$ cat config.mk
export PLATFORM = sky130hd
export DESIGN_NAME = sbm_divider
export DESIGN_NICKNAME = d
export VERILOG_FILES = /design/src/hdl/sbm_pkg.sv /design/src/hdl/sbm_divider.sv
export SDC_FILE = /design/constraint.sdc
export NUM_CORES = 1
export LEC_CHECK = 0
export BUFFER_PORTS_ARGS = -buffer_cell sky130_fd_sc_hd__buf_4
export CAP_MARGIN = 10
export CORE_UTILIZATION = 51
export DETAILED_ROUTE_END_ITERATION = 12
export PLACE_DENSITY = 0.75
export SLEW_MARGIN = 25
export SYNTH_ARGS = -nofsm -noshare
export SYNTH_HDL_FRONTEND = slang
export SYNTH_SLANG_ARGS = --single-unit
export TNS_END_PERCENT = 50
$ cat constraint.sdc
create_clock -name clk -period 4.5 [get_ports clk]
set_clock_uncertainty 0.2 [all_clocks]
set_input_delay 0.225 -clock clk [delete_from_list [all_inputs] [get_ports clk]]
set_output_delay 0.225 -clock clk [all_outputs]
set_load 0.01 [all_outputs]
$ cat src/hdl/sbm_pkg.sv
// ----------------------------------------------------------------------------
// shuffled block map package
// shared constants, command codes and the divider interface types
// ----------------------------------------------------------------------------
`default_nettype none
package sbm_pkg;
    localparam int MAX_BLOCKS = 4096;
    localparam int IDX_W      = $clog2(MAX_BLOCKS);
    localparam int SIZE_W     = 13;
    localparam int DATA_W     = 48;
    localparam int DIV_W      = 64;

    localparam logic [1:0] CMD_RESET   = 2'd0;
    localparam logic [1:0] CMD_SHUFFLE = 2'd1;
    localparam logic [1:0] CMD_MAP     = 2'd2;

    localparam logic CFG_SIZE = 1'b0;
    localparam logic CFG_SEED = 1'b1;

    localparam logic [47:0] LCG_MUL    = 48'h5DEECE66D;
    localparam logic [47:0] LCG_ADD    = 48'hB;
    localparam logic [47:0] SEED_RESET = 48'd20017429951246;
    localparam logic [12:0] SIZE_RESET = 13'd4096;

    typedef struct packed {
        logic              start;
        logic [DIV_W-1:0]  dividend;
        logic [DIV_W-1:0]  divisor;
    } div_req_t;

    typedef struct packed {
        logic              done;
        logic [DIV_W-1:0]  quot;
        logic [DIV_W-1:0]  rem;
    } div_rsp_t;
endpackage
`default_nettype wire

$ cat src/hdl/sbm_divider.sv
// ----------------------------------------------------------------------------
// sbm divider
// radix-2 restoring divider, one quotient bit per cycle
// ----------------------------------------------------------------------------
`default_nettype none
module sbm_divider (
    input  wire logic              clk,
    input  wire logic              rst_n,
    input  sbm_pkg::div_req_t      req,
    output sbm_pkg::div_rsp_t      rsp
);
    localparam int CNT_W = $clog2(sbm_pkg::DIV_W + 1);

    logic [sbm_pkg::DIV_W-1:0] quot_reg, rem_reg, dvs_reg;
    logic [CNT_W-1:0]          cnt_reg;
    logic                      busy_reg, done_reg;
    logic [sbm_pkg::DIV_W:0]   trial;
    logic [sbm_pkg::DIV_W:0]   diff;

    assign trial = {rem_reg, quot_reg[sbm_pkg::DIV_W-1]};
    assign diff  = trial - {1'b0, dvs_reg};

    always_ff @(posedge clk or negedge rst_n)
    begin
        if (!rst_n)
        begin
            busy_reg <= 1'b0;
            done_reg <= 1'b0;
            cnt_reg  <= '0;
        end
        else
        begin
            done_reg <= 1'b0;
            if (req.start)
            begin
                busy_reg <= 1'b1;
                cnt_reg  <= CNT_W'(sbm_pkg::DIV_W);
                quot_reg <= req.dividend;
                rem_reg  <= '0;
                dvs_reg  <= req.divisor;
            end
            else if (busy_reg)
            begin
                if (!diff[sbm_pkg::DIV_W])
                begin
                    rem_reg  <= diff[sbm_pkg::DIV_W-1:0];
                    quot_reg <= {quot_reg[sbm_pkg::DIV_W-2:0], 1'b1};
                end
                else
                begin
                    rem_reg  <= trial[sbm_pkg::DIV_W-1:0];
                    quot_reg <= {quot_reg[sbm_pkg::DIV_W-2:0], 1'b0};
                end
                cnt_reg <= cnt_reg - 1'b1;
                if (cnt_reg == CNT_W'(1))
                begin
                    busy_reg <= 1'b0;
                    done_reg <= 1'b1;
                end
            end
        end
    end

    assign rsp.done = done_reg;
    assign rsp.quot = quot_reg;
    assign rsp.rem  = rem_reg;
endmodule
`default_nettype wire

==> run_results.csv <==
group,metric,value,unit
timing,timing.hold.ws,217,ps
power,leakage,0.00727,uW
route,first_iter_violations,632,
place,portBuffers,259,
route,vias,10830,
route,wire_per_inst,18.9,um
route,vias_per_cell,5.67,
power,vdd_drop_max,0.000399,V
synth,yosys_warnings,0,
timing,tightest_slew,870,ps
synth,synth_top_cell_by_area,"edfxtp_1",
setup_path,required,4580,ps
synth,synth_edf_count,192,
timing,fmax,239,MHz
synth,ys_seq_area_share,47.0,%
timing,final.setup.worst_slack,321,ps
synth,syn_inst,1211,
setup_path,slowest_stage,"dlygate4sd3_1",
setup_path,crit_type,"flop to flop",
clocking,cts_root_buffer,"clkbuf_16",
synth,synth_nets,1409,
synth,syn_area_per_cell,10.5,um2
clocking,htreeDepth,1,
finish,antenna_cells,0,
clocking,clkLatencyLatePin,530,ps
floorplan,die_height,160,um
power,power.total,8480,uW
grt,grt_pass1_vias,10745,
finish,layout-drive-gt1-share,27.2,%
setup_path,critPathArrivalTime,4260,ps
timing,rsz0062_at_grt,"no",
synth,ys.flop_type,"edfxtp_1",
synth,synth_area_leaders,"edfxtp_1 45%, ha_1 6.5%, mux2_2 5.7%, nand2_1 4.2%, a311oi_2 3.9%",
synth,synthArstFlopShare,4.48,%
synth,synth.cell_area,0.0127,mm2
finish,nets,1769,
route,wirelength,36.1,mm
min_path,hp-class,"primary input to flop",
outcome,status,"finished clean",
clocking,clock_sinks,201,
timing,tns,0,ps
clocking,post_cts_buffers,0,
finish,final_util,70.1,%
route,route.detailed.drc,0,
synth,yosys.area.top_type_share,45.2,%
grt,grt_util_all_layers,27.7,%
grt,grt_max_degree,72,
place,dp_hpwl,23.6,mm
timing,max_slew_margin,42.0,%
floorplan,fp-row-count,57,
timing,slew_viol_final,0,
run,max_cap_viol_count,0,
setup_path,ff2ff_setup_slack,320,ps
min_path,hold_start,"req[55]",
finish,final_cell_mix,"270 x buf_4, 192 x edfxtp_1, 143 x nand2_1, 132 x dlygate4sd3_1, 107 x nor2_1",
timing,setup_viol,0,
timing,period_share,92.9,%
floorplan,io_pins,260,
clocking,clockBufferDepth,3,
setup_path,rr_worst_depth,12,
setup_path,cp-end-kind,"flop",
finish,layout_commonest_cell,"buf_4",
grt,antenna_found_initial,0,
synth,synth.distinct_cells,68,
floorplan,die-area,0.0256,mm2
timing,finalHoldViolCount,0,
route,drtPass1Iterations,5,
grt,grt_pass1_wl,57.2,mm
floorplan,start_util,52.2,%
setup_path,r2r-end,"quot_reg[0]$_DFFE_PP_",
place,dp_slack,197,ps
min_path,min_delay_path_depth,2,
floorplan,core_area,0.0244,mm2
setup_path,crit_fanout,42,
place,place.gp.congestion,0.910,
setup_path,max_stage_delay,570,ps
clocking,cts_buffers,25,
setup_path,crit_chain,"ha_1, a21oi_1, nor2_1, o41ai_2, nand4_1, a21bo_2, a21o_2, a31oi_4, xor2_4, buf_12, o21ai_0, dlygate4sd3_1",
clocking,path_clk_slew,60,ps
min_path,worstHoldEndpoint,"dvs_reg[55]$_DFFE_PP_",
floorplan,die_w,160,um
finish,syn2layout_area_growth,34.2,%
power,p_per_area,496,mW/mm2
setup_path,start_kind,"flop",
timing,period_minus_slack,4180,ps
finish,fillers,1781,
synth,ys_ff_latch,201,
route,ant_nets,0,
grt,overflow,0,
setup_path,timing.rr.start,"rem_reg[6]$_SDFFCE_PP0P_",
clocking,cts_tree,"done",
-- critical path: cells and delay by family (launching register included) --
kind	cells	cell delay [ps]
AO/OA/AOI/OAI	6	1520
flip-flops	1	430
buffers and inverters	2	820
adder cells (fa/ha/maj)	1	410
AND/OR/NAND/NOR	2	320
XOR/XNOR	1	200
-- cell type report --
class	instances	area (um2)	share of cell area (%)
Clock inverter	15	229	1.34
Multi-Input combinational cell	858	6150	36.0
Sequential cell	201	5990	35.1
Tap cell	324	405	2.37
Timing Repair Buffer	404	3380	19.8
Inverter	81	304	1.78
Clock buffer	28	637	3.72
-- metal layers --
metal	track usage [%]	vias to the layer above	share of wire, %
met5	0	-	0
met4	10.2	0	3.8
met3	6.13	82	6.9
met2	46.3	408	48
met1	35.3	5158	42
li1	-	5182	-
-- worst max path at each step --
| stage | start | to | slack [ps] | depth (start not counted) |
|---|---|---|---|---|
| after floorplan | busy_reg$_DFF_PN0_ | quot_reg[0]$_DFFE_PP_ | 70 | 4 |
| after global placement | quot_reg[63]$_DFFE_PP_ | rem_reg[20]$_SDFFCE_PP0P_ | 370 | 14 |
| after detailed placement | quot_reg[63]$_DFFE_PP_ | rem_reg[24]$_SDFFCE_PP0P_ | 200 | 14 |
| after CTS | quot_reg[63]$_DFFE_PP_ | rem_reg[24]$_SDFFCE_PP0P_ | 170 | 14 |
| after global routing | rem_reg[8]$_SDFFCE_PP0P_ | rem_reg[55]$_SDFFCE_PP0P_ | 20 | 12 |
| final | rem_reg[6]$_SDFFCE_PP0P_ | quot_reg[0]$_DFFE_PP_ | 320 | 12 |
-- report_power, final --
part	internal [uW]	switching (uW)	total (uW)
Combinational	1610	2000	3610
Sequential	2430	276	2710
Clock	1350	811	2160
Total	5400	3080	8480
-- cells in the mapped netlist, drive strengths merged, types with 11 or more instances --
master and n:
nand2 143, nor2 107, nand4 19, buf 22, a21o 48, o21bai 11
xor2 25, a21oi 90, mux2 65, o21ai 36, nand3 21, nor3 15
edfxtp 192, xnor2 37, inv 80, clkbuf 49, a311oi 40, a31oi 12
a211oi 21, ha 66
-- per-stage QoR --
stage | cell area (um2) | cells
after floorplan | 12700 | 1211
after global placement | 14900 | 1736
after detailed placement | 14900 | 1736
after CTS | 17100 | 1911
after global routing | 17100 | 1911
final | 17100 | 1911
-- kinds of logic after synthesis --
kind of cell,count (synthesis),share of synthesized area [%]
and+or+nand+nor,350,12.1
AOI/OAI and AO/OA,308,18.7
DFF,201,47.0
buffers and inverters,152,5.11
muxes,71,6.22
adders and majority gates,67,6.64
xor gates and xnor gates,62,4.26
-- repair_timing --
action,4_1_cts,5_1_grt
endpoints found under the setup margin,0,43
endpoints found under the hold margin,161,0
hold buffers,132,0
gates resized for setup,0,1
No activity file was read; power rests on OpenSTA's default activity.
